### config.mk
export PLATFORM = sky130hd
export DESIGN_NAME = multi_channel_pwm_table_core
export DESIGN_NICKNAME = d
export VERILOG_FILES = /design/src/rtl/mcpwm_pkg.sv /design/src/rtl/mcpwm_ram.sv /design/src/rtl/multi_channel_pwm_table_core.sv
export SDC_FILE = /design/constraint.sdc
export NUM_CORES = 1
export LEC_CHECK = 0
export ABC_AREA = 1
export BUFFER_PORTS_ARGS = -buffer_cell sky130_fd_sc_hd__buf_2
export CAP_MARGIN = 40
export CORE_MARGIN = 3
export CORE_UTILIZATION = 50
export DETAILED_ROUTE_END_ITERATION = 8
export GPL_TIMING_DRIVEN = 0
export PLACE_DENSITY = 0.66
export SLEW_MARGIN = 20
export SYNTH_ARGS = -nofsm -noshare
export SYNTH_HDL_FRONTEND = slang
export SYNTH_SLANG_ARGS = --single-unit
### constraint.sdc
create_clock -name clk -period 3.65 [get_ports clk]
set_input_delay 0 -clock clk [delete_from_list [all_inputs] [get_ports clk]]
set_output_delay 0 -clock clk [all_outputs]
set_load 0.02 [all_outputs]
### src/rtl/mcpwm_pkg.sv
// Shared types and constants of the multi-channel PWM table.
// Holds the command codes, the period reset value and the channel entry layout.
// Depends on nothing.
`timescale 1ns / 1ps

package mcpwm_pkg;

  localparam int PORT_W = 4;
  localparam int PIN_W  = 5;
  localparam int DUTY_W = 16;

  localparam logic [1:0] CMD_TICK   = 2'd0;
  localparam logic [1:0] CMD_SET    = 2'd1;
  localparam logic [1:0] CMD_REMOVE = 2'd2;
  localparam logic [1:0] CMD_NONE   = 2'd3;

  localparam logic [DUTY_W-1:0] PERIOD_RESET = 16'd10;

  typedef struct packed {
    logic [PORT_W-1:0] port;
    logic [PIN_W-1:0]  pin;
    logic [DUTY_W-1:0] duty;
  } chan_entry_t;

  localparam int ENTRY_W = $bits(chan_entry_t);

endpackage

### src/rtl/mcpwm_ram.sv
// Generic single-port-write, single-port-read RAM with a registered read.
// Stands alone; used by the PWM table core for its channel store.
`timescale 1ns / 1ps

module mcpwm_ram #(
  parameter int WIDTH = 25,
  parameter int DEPTH = 16,
  localparam int AW = (DEPTH > 1) ? $clog2(DEPTH) : 1
) (
  input  logic             clk,
  input  logic             we,
  input  logic [AW-1:0]    waddr,
  input  logic [WIDTH-1:0] wdata,
  input  logic             re,
  input  logic [AW-1:0]    raddr,
  output logic [WIDTH-1:0] rdata
);

  logic [WIDTH-1:0] mem [DEPTH];

  always_ff @(posedge clk) begin
    if (we) begin
      mem[waddr] <= wdata;
    end
    if (re) begin
      rdata <= mem[raddr];
    end
  end

endmodule

### src/rtl/multi_channel_pwm_table_core.sv
// Multi-channel PWM table core: an ordered channel table held in one synchronous RAM.
// Set and remove search the table entry by entry; remove then moves each later entry one
// place towards the head. A tick scans every entry once, or twice on a wrap (high, then low).
// Each RAM visit is a read state followed by a check state.
// One transaction is worked at a time; a finished result may wait while the next is taken.
// Synchronous reset empties the table, clears the counter and loads a period of 10.
`timescale 1ns / 1ps

module multi_channel_pwm_table_core #(
  parameter int MAX_CHANNELS = 16
) (
  input  logic        clk,
  input  logic        rst,
  // Configuration write channel: the PWM period.
  input  logic        cfg_valid,
  output logic        cfg_ready,
  input  logic [15:0] period,
  // Command channel.
  input  logic        in_valid,
  output logic        in_stall,
  input  logic [1:0]  command,
  input  logic [3:0]  port_id,
  input  logic [4:0]  pin_number,
  input  logic [15:0] duty,
  // Result channel.
  output logic        out_valid,
  input  logic        out_stall,
  output logic        event_valid,
  output logic [3:0]  out_port,
  output logic [4:0]  out_pin,
  output logic        out_level,
  output logic        found,
  output logic        table_full,
  output logic        last_result
);

  // Index into the table and a count that can also hold the full depth.
  localparam int IDX_W = (MAX_CHANNELS > 1) ? $clog2(MAX_CHANNELS) : 1;
  localparam int CNT_W = $clog2(MAX_CHANNELS + 1);
  localparam int CW1   = CNT_W + 1;

  // Sequencer states.
  localparam logic [2:0] S_IDLE = 3'd0;
  localparam logic [2:0] S_RD   = 3'd1;
  localparam logic [2:0] S_CHK  = 3'd2;
  localparam logic [2:0] S_SHR  = 3'd3;
  localparam logic [2:0] S_SHW  = 3'd4;
  localparam logic [2:0] S_DONE = 3'd5;

  logic [2:0]       state;
  logic [1:0]       cmd;
  logic [3:0]       key_port;
  logic [4:0]       key_pin;
  logic [15:0]      key_duty;
  logic [IDX_W-1:0] idx;
  logic [CNT_W-1:0] count;
  logic [15:0]      tick_counter;
  logic [15:0]      tick_period;
  logic             phase_low;
  logic             r_found;
  logic             r_full;

  // One-deep holding register for the latest pin event. An event can only be marked as the
  // last of its tick once the scan has ended, so each event waits here until the next one
  // arrives or the scan completes.
  logic             p_valid;
  logic [3:0]       p_port;
  logic [4:0]       p_pin;
  logic             p_level;

  // RAM interface.
  logic                         ram_we;
  logic                         ram_re;
  logic [IDX_W-1:0]             ram_waddr;
  logic [IDX_W-1:0]             ram_raddr;
  mcpwm_pkg::chan_entry_t       ram_wdata;
  logic [mcpwm_pkg::ENTRY_W-1:0] ram_rdata;
  mcpwm_pkg::chan_entry_t       rd_entry;

  logic        out_free;
  logic        out_load;
  logic        key_match;
  logic        at_last;
  logic        tick_hit;
  logic        has_room;
  logic [16:0] tick_inc;
  logic        wrap;

  assign cfg_ready = 1'b1;
  assign in_stall  = (state != S_IDLE);
  assign out_free  = !out_valid || !out_stall;

  assign rd_entry  = mcpwm_pkg::chan_entry_t'(ram_rdata);
  assign key_match = (rd_entry.port == key_port) && (rd_entry.pin == key_pin);
  assign at_last   = ((CNT_W'(idx) + CNT_W'(1)) == count);
  // In the first pass of a wrapping tick every channel goes high; in the second pass only
  // those whose duty equals the counter go low.
  assign tick_hit  = !phase_low || (rd_entry.duty == tick_counter);
  assign has_room  = (count < CNT_W'(MAX_CHANNELS));
  assign tick_inc  = {1'b0, tick_counter} + 17'd1;
  assign wrap      = (tick_inc >= {1'b0, tick_period});

  // The result register takes a new transaction when a held pin event is passed on during
  // the scan, or when the command finishes, and only while the register is free.
  assign out_load  = ((state == S_CHK) && (cmd == mcpwm_pkg::CMD_TICK) && tick_hit &&
                      p_valid && out_free) || ((state == S_DONE) && out_free);

  // RAM address and write control.
  always_comb begin
    ram_we    = 1'b0;
    ram_re    = 1'b0;
    ram_waddr = idx;
    ram_raddr = idx;
    ram_wdata = '{port: key_port, pin: key_pin, duty: key_duty};
    unique case (state)
      S_IDLE: begin
        // A set on an empty table appends straight away at entry zero.
        if (in_valid && (command == mcpwm_pkg::CMD_SET) && (count == '0)) begin
          ram_we    = 1'b1;
          ram_waddr = '0;
          ram_wdata = '{port: port_id, pin: pin_number, duty: duty};
        end
      end
      S_RD: begin
        ram_re = 1'b1;
      end
      S_CHK: begin
        if (cmd == mcpwm_pkg::CMD_SET) begin
          if (key_match) begin
            ram_we = 1'b1;
          end else if (at_last && has_room) begin
            ram_we    = 1'b1;
            ram_waddr = count[IDX_W-1:0];
          end
        end
      end
      S_SHR: begin
        ram_re    = 1'b1;
        ram_raddr = idx + IDX_W'(1);
      end
      S_SHW: begin
        // Close the gap: the entry above moves down one place.
        ram_we    = 1'b1;
        ram_wdata = rd_entry;
      end
      default: begin
      end
    endcase
  end

  mcpwm_ram #(
    .WIDTH(mcpwm_pkg::ENTRY_W),
    .DEPTH(MAX_CHANNELS)
  ) u_table (
    .clk  (clk),
    .we   (ram_we),
    .waddr(ram_waddr),
    .wdata(ram_wdata),
    .re   (ram_re),
    .raddr(ram_raddr),
    .rdata(ram_rdata)
  );

  // Sequencer, counter, period register and result register.
  always_ff @(posedge clk) begin
    if (rst) begin
      state        <= S_IDLE;
      count        <= '0;
      tick_counter <= '0;
      tick_period  <= mcpwm_pkg::PERIOD_RESET;
      out_valid    <= 1'b0;
      p_valid      <= 1'b0;
    end else begin
      if (cfg_valid && cfg_ready) begin
        tick_period <= period;
      end
      if (out_load) begin
        out_valid <= 1'b1;
      end else if (out_valid && !out_stall) begin
        out_valid <= 1'b0;
      end

      unique case (state)
        S_IDLE: begin
          if (in_valid) begin
            cmd       <= command;
            key_port  <= port_id;
            key_pin   <= pin_number;
            key_duty  <= duty;
            idx       <= '0;
            r_found   <= 1'b0;
            r_full    <= 1'b0;
            phase_low <= !wrap;
            unique case (command)
              mcpwm_pkg::CMD_TICK: begin
                tick_counter <= wrap ? 16'd0 : tick_inc[15:0];
                state        <= (count != '0) ? S_RD : S_DONE;
              end
              mcpwm_pkg::CMD_SET: begin
                if (count == '0) begin
                  count <= CNT_W'(1);
                  state <= S_DONE;
                end else begin
                  state <= S_RD;
                end
              end
              mcpwm_pkg::CMD_REMOVE: begin
                state <= (count != '0) ? S_RD : S_DONE;
              end
              default: begin
                state <= S_DONE;
              end
            endcase
          end
        end

        S_RD: begin
          state <= S_CHK;
        end

        S_CHK: begin
          if (cmd == mcpwm_pkg::CMD_TICK) begin
            // Hold on this entry while a held event cannot be passed on.
            if (!(tick_hit && p_valid && !out_free)) begin
              if (tick_hit) begin
                if (p_valid) begin
                  event_valid <= 1'b1;
                  out_port    <= p_port;
                  out_pin     <= p_pin;
                  out_level   <= p_level;
                  found       <= 1'b0;
                  table_full  <= 1'b0;
                  last_result <= 1'b0;
                end
                p_valid <= 1'b1;
                p_port  <= rd_entry.port;
                p_pin   <= rd_entry.pin;
                p_level <= !phase_low;
              end
              if (at_last) begin
                if (!phase_low) begin
                  phase_low <= 1'b1;
                  idx       <= '0;
                  state     <= S_RD;
                end else begin
                  state <= S_DONE;
                end
              end else begin
                idx   <= idx + IDX_W'(1);
                state <= S_RD;
              end
            end
          end else if (key_match) begin
            r_found <= 1'b1;
            if (cmd == mcpwm_pkg::CMD_SET) begin
              state <= S_DONE;
            end else if (at_last) begin
              count <= count - CNT_W'(1);
              state <= S_DONE;
            end else begin
              state <= S_SHR;
            end
          end else if (at_last) begin
            if (cmd == mcpwm_pkg::CMD_SET) begin
              if (has_room) begin
                count <= count + CNT_W'(1);
              end else begin
                r_full <= 1'b1;
              end
            end
            state <= S_DONE;
          end else begin
            idx   <= idx + IDX_W'(1);
            state <= S_RD;
          end
        end

        S_SHR: begin
          state <= S_SHW;
        end

        S_SHW: begin
          if ((CW1'(idx) + CW1'(2)) == CW1'(count)) begin
            count <= count - CNT_W'(1);
            state <= S_DONE;
          end else begin
            idx   <= idx + IDX_W'(1);
            state <= S_SHR;
          end
        end

        S_DONE: begin
          if (out_free) begin
            last_result <= 1'b1;
            if ((cmd == mcpwm_pkg::CMD_TICK) && p_valid) begin
              event_valid <= 1'b1;
              out_port    <= p_port;
              out_pin     <= p_pin;
              out_level   <= p_level;
              found       <= 1'b0;
              table_full  <= 1'b0;
              p_valid     <= 1'b0;
            end else begin
              event_valid <= 1'b0;
              out_port    <= '0;
              out_pin     <= '0;
              out_level   <= 1'b0;
              found       <= r_found;
              table_full  <= r_full;
            end
            state <= S_IDLE;
          end
        end

        default: begin
          state <= S_IDLE;
        end
      endcase
    end
  end

  // The table never holds more channels than it has room for.
  a_count_bound: assert property (@(posedge clk) disable iff (rst)
    count <= CNT_W'(MAX_CHANNELS))
    else $error("channel count beyond table depth");

  // A command adds or removes at most one channel.
  a_count_step: assert property (@(posedge clk) disable iff (rst)
    (count != $past(count)) |->
      ((count == $past(count) + CNT_W'(1)) || (count == $past(count) - CNT_W'(1))))
    else $error("channel count moved by more than one");

  // An entry is only checked while it lies within the valid part of the table.
  a_idx_valid: assert property (@(posedge clk) disable iff (rst)
    (state == S_CHK) |-> (CNT_W'(idx) < count))
    else $error("table entry checked beyond channel count");

  // A held pin event never outlives its tick.
  a_pend_busy: assert property (@(posedge clk) disable iff (rst)
    p_valid |-> ((state != S_IDLE) && (cmd == mcpwm_pkg::CMD_TICK)))
    else $error("pin event held outside a tick");

  // Pin events never carry set or remove status.
  a_event_clean: assert property (@(posedge clk) disable iff (rst)
    (out_valid && event_valid) |-> (!found && !table_full))
    else $error("pin event carries command status");

endmodule

Word level (Yosys, flattened, before mapping)
Memory sizes are Yosys's and may differ from the RTL's. A register that Yosys moved wholly into a read port is not among the register bits.
Index checks and enable logic that the tools add are counted.
{"block": "totals", "ff_bits": 100, "latch_bits": 0, "ram_bits": 400, "rom_bits": 0, "in_bits": 48, "out_inout_bits": 17, "word_cells": 234, "n_memories": 1}
{"block": "classes", "n_addsub": 6, "multipliers": 0, "div_mod_pow": 0, "magnitude_cmp": 2, "n_eq_ne": 39, "shifts": 0, "n_mux": 116, "n_bitwise": 2, "reduce_logical": 44}
{"name": "u_table.mem", "words": 16, "width": 25, "rd": 1, "rd_ports_with_merged_regs": 1, "wr": 1, "line_no": "mcpwm_ram.sv:19", "source": "logic [WIDTH-1:0] mem [DEPTH];"}
{"op": "2-to-1 mux 5 bit", "count": 17}
{"op": "2-to-1 mux 4 bit", "count": 19}
{"op": "one-hot mux 25 bit (2 select lines)", "count": 1}
{"op": "2-to-1 mux 1 bit", "count": 47}
{"op": "2-to-1 mux 3 bit", "count": 13}
{"op": "!= test 2 bit (second input constant)", "count": 14}
{"op": "2-to-1 mux 25 bit", "count": 1}
{"op": "one-hot mux 1 bit (2 select lines)", "count": 9}
{"op": "one-hot mux 3 bit (6 select lines)", "count": 1}
{"op": "adder 16 x 1 -> 17 bit (second input constant)", "count": 1}
{"op": ">= comparator 17 x 16 -> 1 bit", "count": 1}
{"op": "equality test 16 bit", "count": 1}
{"op": "2-to-1 mux 16 bit", "count": 1}
{"op": "one-hot mux 4 bit (2 select lines)", "count": 2}
{"op": "AND reduction 8 bit", "count": 2}
{"op": "equality test 5 bit", "count": 3}
{"op": "!= test 3 bit (second input constant)", "count": 5}
{"op": "one-hot mux 5 bit (3 select lines)", "count": 1}
{"op": "logical AND 1 bit", "count": 13}
{"op": "!= test 3 x 2 -> 1 bit (second input constant)", "count": 4}
{"op": "one-hot mux 4 bit (3 select lines)", "count": 1}
{"op": "AND reduction 6 bit", "count": 2}
{"op": "AND reduction 11 bit", "count": 1}
{"op": "one-hot mux 5 bit (2 select lines)", "count": 1}
{"op": "28 further kinds", "count": 48}

Depth between registers and ports, before layout
Gate-level depths: netlist of run 1.
{"block": "depth", "depth_word": 9, "mapped_depth": 19, "ltp_nobuf": 18}

By module
From an unflattened synthesis of run 1, not the netlist that was laid out.
{"block": "hier_totals", "cells_unflattened": 2487, "hier_area_um2": 24312.1}
{"mod": "mcpwm_ram", "instances": 1, "cells_each": 1662, "area_each_um2": 18102.4}
{"mod": "multi_channel_pwm_table_core", "instances": 1, "cells_each": 825, "area_each_um2": 6209.7}

Worst setup path after synthesis of run 1
No wires, ideal clock.
{"block": "synth_timing", "path_type": "reg2reg", "startpoint": "reg idx[1]", "endpoint": "mem u_table.mem[0][0], enable pin", "setup_time_ns": 0.407, "t_arrival_ns": 2.933, "required_ns": 3.243, "path_slack_ns": 0.311, "stages_incl_launch_ff": 14, "period_less_slack_ns": 3.339, "path_cell_list": "edfxtp_1 -> ha_1 -> xor2_1 -> nor2_1 -> nand3_1 -> nor2_2 -> nand3_2 -> nand2_1 -> nand2_1 -> nand2_1 -> nand2_1 -> nor2_1 -> nand2_1 -> nor2_1"}
{"block": "synth_via", "elab_chain_cells": 9, "elab_cells_between_ends": 14, "classes_between": "add/sub: 1; eq/ne: 1; mux: 11; reduce/logical: 1"}
{"item": "start: declaration", "line_no": "multi_channel_pwm_table_core.sv:55", "source": "logic [IDX_W-1:0] idx;"}
{"item": "start signal: assignment", "line_no": "multi_channel_pwm_table_core.sv:249", "source": "idx <= idx + IDX_W'(1);"}
{"item": "start signal: assignment", "line_no": "multi_channel_pwm_table_core.sv:273", "source": "idx <= idx + IDX_W'(1);"}
{"item": "start signal: assignment", "line_no": "multi_channel_pwm_table_core.sv:287", "source": "idx <= idx + IDX_W'(1);"}
{"item": "adder 4 x 1 -> 5 bit", "line_no": "multi_channel_pwm_table_core.sv:95", "source": "assign at_last = ((CNT_W'(idx) + CNT_W'(1)) == count);"}
{"item": "equality test 5 bit", "line_no": "multi_channel_pwm_table_core.sv:95"}
{"item": "logical AND 1 bit", "line_no": "multi_channel_pwm_table_core.sv:131", "source": "end else if (at_last && has_room) begin"}
{"item": "2-to-1 mux 1 bit", "line_no": "multi_channel_pwm_table_core.sv:131"}
{"item": "2-to-1 mux 1 bit", "line_no": "multi_channel_pwm_table_core.sv:129", "source": "if (key_match) begin"}
{"item": "2-to-1 mux 1 bit", "line_no": "multi_channel_pwm_table_core.sv:128", "source": "if (cmd == mcpwm_pkg::CMD_SET) begin"}
{"item": "one-hot mux 1 bit (3 select lines)", "line_no": "multi_channel_pwm_table_core.sv:115", "source": "unique case (state)"}
{"item": "2-to-1 mux 1 bit", "line_no": "mcpwm_ram.sv:22", "source": "if (we) begin"}
{"item": "2-to-1 mux 1 bit (implied by the code)", "line_no": "mcpwm_ram.sv:23", "source": "mem[waddr] <= wdata;"}
{"item": "end: declaration", "line_no": "mcpwm_ram.sv:19"}
Several ways; a longest one is shown, not always the timed one.

Worst setup path in the final report of run 1
{"block": "layout_timing", "startpoint": "reg idx[1]", "endpoint": "mem u_table.mem[7][16], enable pin"}
The elaborated chain is that of the path after synthesis.

==> flow_summary.json, run 1 <==
{
  "outcome": "finished clean",
  "cp-end-kind": "flip-flop",
  "routed_via_density": 5.92,
  "fillers": 3428,
  "ys_ff_latch": 525,
  "seq_power_share": 0.377,
  "start_util": 0.512,
  "irDropWorstVdd_v": 0.000410,
  "rows": 76,
  "finClkSkew_ns": 0.0190,
  "die_y_um": 217,
  "synthTopCellsByCount": "edfxtp_1, nor2_1, o21ai_0, nand2_1, inv_1",
  "use_met2": 0.440,
  "timing.fmax_ghz": 0.288,
  "rr_startpoint": "idx[1]",
  "cts_tree": "yes",
  "drt-pass1-iter-count": 6,
  "ys_seq_area_frac": 0.688,
  "gr-usage-met3": 0.0680,
  "ios": 65,
  "top_usage_layer": "met2",
  "stdcell_area_mm2": 0.0266,
  "powerDensity_mw_per_mm2": 835,
  "slew-limit-headroom": 0.402,
  "arrival_ns": 3.77,
  "yosys_warnings": 0,
  "fin_crit_ns": 3.47,
  "antenna_found_initial": 0,
  "drtIter0Drc": 1980,
  "synth_area_leaders": "edfxtp_1, nor2_1, o21ai_0",
  "synthArstFlopShare": 0,
  "synth_fp_nets": 2018,
  "placed_cell_area_mm2": 0.0241,
  "grt_max_degree": 26,
  "dieArea_mm2": 0.0472,
  "synth-edff-count": 483,
  "finalNetCount": 2245,
  "area.growth.synth_to_final_pct": 19.3,
  "routed_wl_mm": 67.0,
  "setup_viol": 0,
  "placeableCoreArea_mm2": 0.0436,
  "worstHoldStart": "rst",
  "critPathRequiredTime_ns": 3.95,
  "hold_path_class": "input pin to flip-flop",
  "clockBufferDepth": 3,
  "cts_made_buffers": 54,
  "r2r.worst_path.cells": 12,
  "worstMarginPinSlew_ns": 0.898,
  "use_met1": 0.375,
  "clockPowerShare": 0.244,
  "switching_share": 0.397,
  "gr-usage-all-layers": 0.280,
  "synth_area_per_cell_um2": 11.4,
  "antenna_cells": 0,
  "synth_flop_cell": "edfxtp_1",
  "critPathLaunchType": "flip-flop",
  "synth.most_common_cell": "edfxtp_1",
  "wl_per_cell_um": 23.9,
  "setup_ws_ns": 0.179,
  "synthCells": 1948,
  "port-buffer-count": 63,
  "power_leakage_nw": 9.30,
  "gp_congestion": 0.870,
  "cts_root_buffer": "clkbuf_16",
  "grt_pass1_wl_mm": 98.5,
  "netlist_area_mm2": 0.0223,
  "fin_crit_sh": 0.951,
  "drive_gt1_frac": 0.125,
  "dp_hpwl_mm": 44.7,
  "hold_viol": 0,
  "power_frac_comb": 0.378,
  "cts.htree.levels": 2,
  "path_class": "flip-flop to flip-flop",
  "die_w_um": 217,
  "cap_violations": 0,
  "path_max_fanout": 17,
  "p_int_mw": 13.4,
  "yosys.area.top_type": "edfxtp_1",
  "insertion_delay_ns": 0.61,
  "p_sw_mw": 8.80,
  "drc": 0,
  "r2r-end": "u_table.mem[7][16]",
  "hold_end": "tick_counter[1]",
  "ys_types": 43,
  "worstSetupStartpoint": "idx[1]",
  "maxSlewViolCount": 0,
  "dp_slack_ns": 0.0318,
  "synth_top_area_frac": 0.651,
  "grt_pass1_vias": 16200,
  "clk_pin_slew_ns": 0.06,
  "grt-ovfl-total": 0,
  "vias": 16600,
  "cts.sinks": 525,
  "antenna_left": 0,
  "whs_path_depth": 3,
  "ff2ff_setup_slack_ns": 0.18
}
==> logic make-up after synthesis <==
family	synth area share
adder cells (fa/ha/maj)	0.0123
flip-flops	0.688
XOR/XNOR	0.0145
AND/OR/NAND/NOR	0.126
AO/OA/AOI/OAI	0.116
other	0.000168
buffers and inverters	0.0425
==> worst max path at each step <==
stage	endpoint	slack (ns)	depth (start not counted)
2_1_floorplan	u_table.mem[0][0]	0.31	13
3_3_place_gp	u_table.mem[4][19]	-1.36	13
3_5_place_dp	phase_low	0.03	15
4_1_cts	phase_low	0.02	15
5_1_grt	u_table.mem[7][19]	-0.002	12
6_report	u_table.mem[7][16]	0.18	12
==> critical path, stage by stage (launching register included) <==
cell,delay (ns)
edfxtp_1,0.49
ha_1,0.35
xor2_1,0.15
nor2_1,0.12
nand3_1,0.11
nor2_2,0.22
nand3_2,0.17
nor3_1,0.26
inv_1,0.08
nand2_1,0.10
nand3_1,0.33
nor2_4,0.53
buf_12,0.25
==> per-stage QoR <==
step,utilization,instances,TNS (ns),power (mW),hold slack (ns)
floorplan,-,1948,0,13.0,0.0989
global placement,0.536,2596,-529.06,16.0,0.205
detailed placement,0.552,2628,0,16.5,0.204
CTS,0.605,2780,0,21.9,0.0122
global route,0.611,2799,-0.00550,23.1,0.0497
finish,0.611,2799,0,22.2,0.0353
==> state kept, by name (all words and copies together), names as in the netlist, 2 cells and up <==
signal and cells:
p_port 4, key_port 4, idx 4, tick_counter 16
tick_period 16, key_pin 5, key_duty 16, cmd 2
u_table.mem 400, u_table.rdata 25, p_pin 5, count 5
state 3, out_pin 5, out_port 4
==> cell usage in the layout, fill, tap and decap left out, types with 42 or more instances in the layout <==
cell type,count
o21ai_1,42
buf_2,92
clkbuf_16,55
nand2_1,215
clkbuf_1,84
nor2_1,310
o21ai_0,233
inv_1,120
a21oi_1,50
edfxtp_1,483
o22ai_1,51
o221ai_1,51
nand3_1,68
dlygate4sd3_1,57
==> routing by layer <==
layer / up-vias / wire length, um / part of all wire
li1: 7463 / - / -
met2: 922 / 30800 / 0.46
met5: - / 0 / 0
met1: 8035 / 26100 / 0.39
met3: 164 / 7440 / 0.11
met4: 0 / 2600 / 0.039
==> layout make-up <==
cell class	count	area (um^2)	area share
Inverter	131	492	0.0185
Clock inverter	19	239	0.00899
Clock buffer	76	1470	0.0551
Sequential cell	525	15300	0.577
Buffer	103	457	0.0172
Multi-Input combinational cell	1189	6200	0.233
Tap cell	585	732	0.0275
Timing Repair Buffer	171	1670	0.0626
==> power groups by stage <==
stage / logic (mW) / clock network, mW / registers [mW]
6_report: 8.40 / 5.42 / 8.37
5_1_grt: 8.98 / 5.74 / 8.42
4_1_cts: 8.06 / 5.46 / 8.37
3_5_place_dp: 7.97 / 0 / 8.50
3_3_place_gp: 7.42 / 0 / 8.54
2_1_floorplan: 4.57 / 0 / 8.41
==> timing repair <==
item / CTS / global route
endpoints found under the hold margin: 154 / 0
setup endpoints to repair: 0 / 150
setup buffers: 0 / 16
hold buffers: 57 / 0
gates resized for setup: 0 / 6
No activity file was read; power rests on OpenSTA's default activity.
==> inputs of run 2 (changes only) <==
--- a/config.mk
+++ b/config.mk
@@ -12,7 +12,7 @@
 export CORE_UTILIZATION = 50
 export DETAILED_ROUTE_END_ITERATION = 8
 export GPL_TIMING_DRIVEN = 0
-export PLACE_DENSITY = 0.66
+export PLACE_DENSITY_LB_ADDON = 0.25
 export SLEW_MARGIN = 20
 export SYNTH_ARGS = -nofsm -noshare
 export SYNTH_HDL_FRONTEND = slang
==> run 2 against run 1 <==
Effect of this change:
- first-iteration DRC count is 18% higher
- utilization shrank 0.19 points
- flip-flop and latch count did not move
- highest routed layer is now met5
- cell count hardly changed
- global-route usage down 0.15 points
- clock power fell by 5.0%
- via count rose by 1.2%
==> flow_summary.json, run 2 (synthesis gave the netlist of run 1 again) <==
{
  "largest_reg_flops": 400,
  "rr_startpoint": "tick_counter[0]",
  "gp_congestion": 0.900,
  "dp_slack_ns": 0.0127,
  "grt_pass1_wl_mm": 98.5,
  "fillers": 3415,
  "fin_crit_ns": 3.53,
  "dieArea_mm2": 0.0472,
  "cts_tree": "yes",
  "path_class": "flip-flop to flip-flop",
  "cts_root_buffer": "clkbuf_16",
  "vias": 16800,
  "reg.largest.list": "u_table.mem: 400 flops, u_table.rdata: 25 flops",
  "outcome": "finished clean",
  "worstHoldStart": "rst",
  "total_power_mw": 21.9,
  "die_y_um": 217,
  "setup_ws_ns": 0.115,
  "whs_ns": 0.0268,
  "irDropWorstVdd_v": 0.000508,
  "layout_common_cells": "edfxtp_1, nor2_1, o21ai_0, nand2_1, inv_1",
  "clk_pin_slew_ns": 0.06,
  "hold_viol": 0,
  "multi_input_area_mm2": 0.00619,
  "area.growth.synth_to_final_pct": 18.9,
  "insertion_delay_ns": 0.60,
  "critPathLaunchType": "flip-flop",
  "seq_area_mm2": 0.0153,
  "port-buffer-count": 63,
  "arrival_ns": 3.89,
  "cp-end-kind": "flip-flop",
  "wl_per_cell_um": 23.8,
  "cts.sinks": 525,
  "drive_gt1_frac": 0.123,
  "antenna_cells": 0,
  "grt_max_degree": 26,
  "finalNetCount": 2245,
  "path_max_fanout": 10,
  "cts.htree.levels": 2,
  "antenna_found_initial": 1,
  "routed_via_density": 5.99,
  "clockBufferDepth": 3,
  "dp_hpwl_mm": 44.4,
  "gr-usage-all-layers": 0.278,
  "fin_crit_sh": 0.968,
  "ios": 65,
  "rows": 76,
  "slew-limit-headroom": 0.326,
  "place_inst": 2627,
  "worstMarginPinSlew_ns": 1.01,
  "setup_viol": 0,
  "routed_wl_mm": 66.6,
  "hold_path_class": "input pin to flip-flop",
  "timing.fmax_ghz": 0.283,
  "layout.cells.non_filler": 2800,
  "placeableCoreArea_mm2": 0.0436,
  "finClkSkew_ns": 0.0127,
  "grt-ovfl-total": 0,
  "power_leakage_nw": 9.24,
  "maxSlewViolCount": 0,
  "powerDensity_mw_per_mm2": 826,
  "critPathRequiredTime_ns": 4.00,
  "cts_made_buffers": 53,
  "antenna_left": 0,
  "drc": 0,
  "die_w_um": 217,
  "rsz0062_at_grt": "yes",
  "start_util": 0.512,
  "drt-pass1-iter-count": 5,
  "grt_pass1_vias": 16300,
  "worstSetupStartpoint": "tick_counter[0]",
  "drtIter0Drc": 2334,
  "cap_violations": 0,
  "layout_commonest_cell": "edfxtp_1",
  "largest_register": "u_table.mem"
}
==> run 2: cell types whose count changed in the layout (fill, tap and decap cells not counted), moves of 3 or more <==
cell / change
bufinv_16: -3
clkinv_2: -3
clkbuf_1: -4
clkinv_1: +6
clkinvlp_4: +4
==> run 2: worst paths after layout <==
check	cells past startpoint	end	slack, ns
max	15	phase_low	0.12
min reg2reg	2	tick_period[13]	0.47
min	3	tick_counter[5]	0.03
max reg2reg	15	phase_low	0.12
==> run 2: timing repair <==
action	in CTS	in global routing
gates cloned	0	0
endpoints found under the setup margin	1	188
resized for setup	1	2
hold buffers	57	0
setup buffers	0	17
pin swaps	0	11
hold endpoints to repair	168	0
==> run 2: area by class of cell <==
cell class | count | area share
Sequential cell | 525 | 0.579
Inverter | 131 | 0.0185
Clock buffer | 70 | 0.0532
Tap cell | 585 | 0.0276
Timing Repair Buffer | 172 | 0.0630
Multi-Input combinational cell | 1189 | 0.234
Clock inverter | 25 | 0.00793
Buffer | 103 | 0.0172
==> run 2: stage by stage <==
stage / util / setup TNS (ns) / area (um^2)
floorplan: - / 0 / 22300
global placement: 0.536 / -507.86 / 23300
detailed placement: 0.552 / 0 / 24100
CTS: 0.603 / 0 / 26200
global route: 0.609 / -3.66 / 26500
finish: 0.609 / 0 / 26500
==> run 2: report_power, final <==
group	switching [mW]	total [mW]	internal [mW]
Clock	2.28	5.15	2.87
Combinational	6.18	8.36	2.17
Sequential	0.323	8.37	8.05
==> run 2: critical path: stages (launching register included) <==
cell      delay, ns
dfxtp_1        0.47
ha_1           0.24
nand2_1        0.10
nor2_2         0.20
nand3_1        0.19
nor2_1         0.21
nand2_1        0.10
xor2_1         0.18
inv_1          0.07
ha_1           0.31
nand4_1        0.12
nor4_1         0.28
nand2_1        0.25
clkbuf_2       0.27
nand3_1        0.22
nand2_1        0.08
==> run 2: routing by layer <==
layer | GRT usage | share of wire
met5 | 0 | 0.00020
met1 | 0.374 | 0.38
met2 | 0.438 | 0.46
met4 | 0.132 | 0.045
met3 | 0.0564 | 0.11
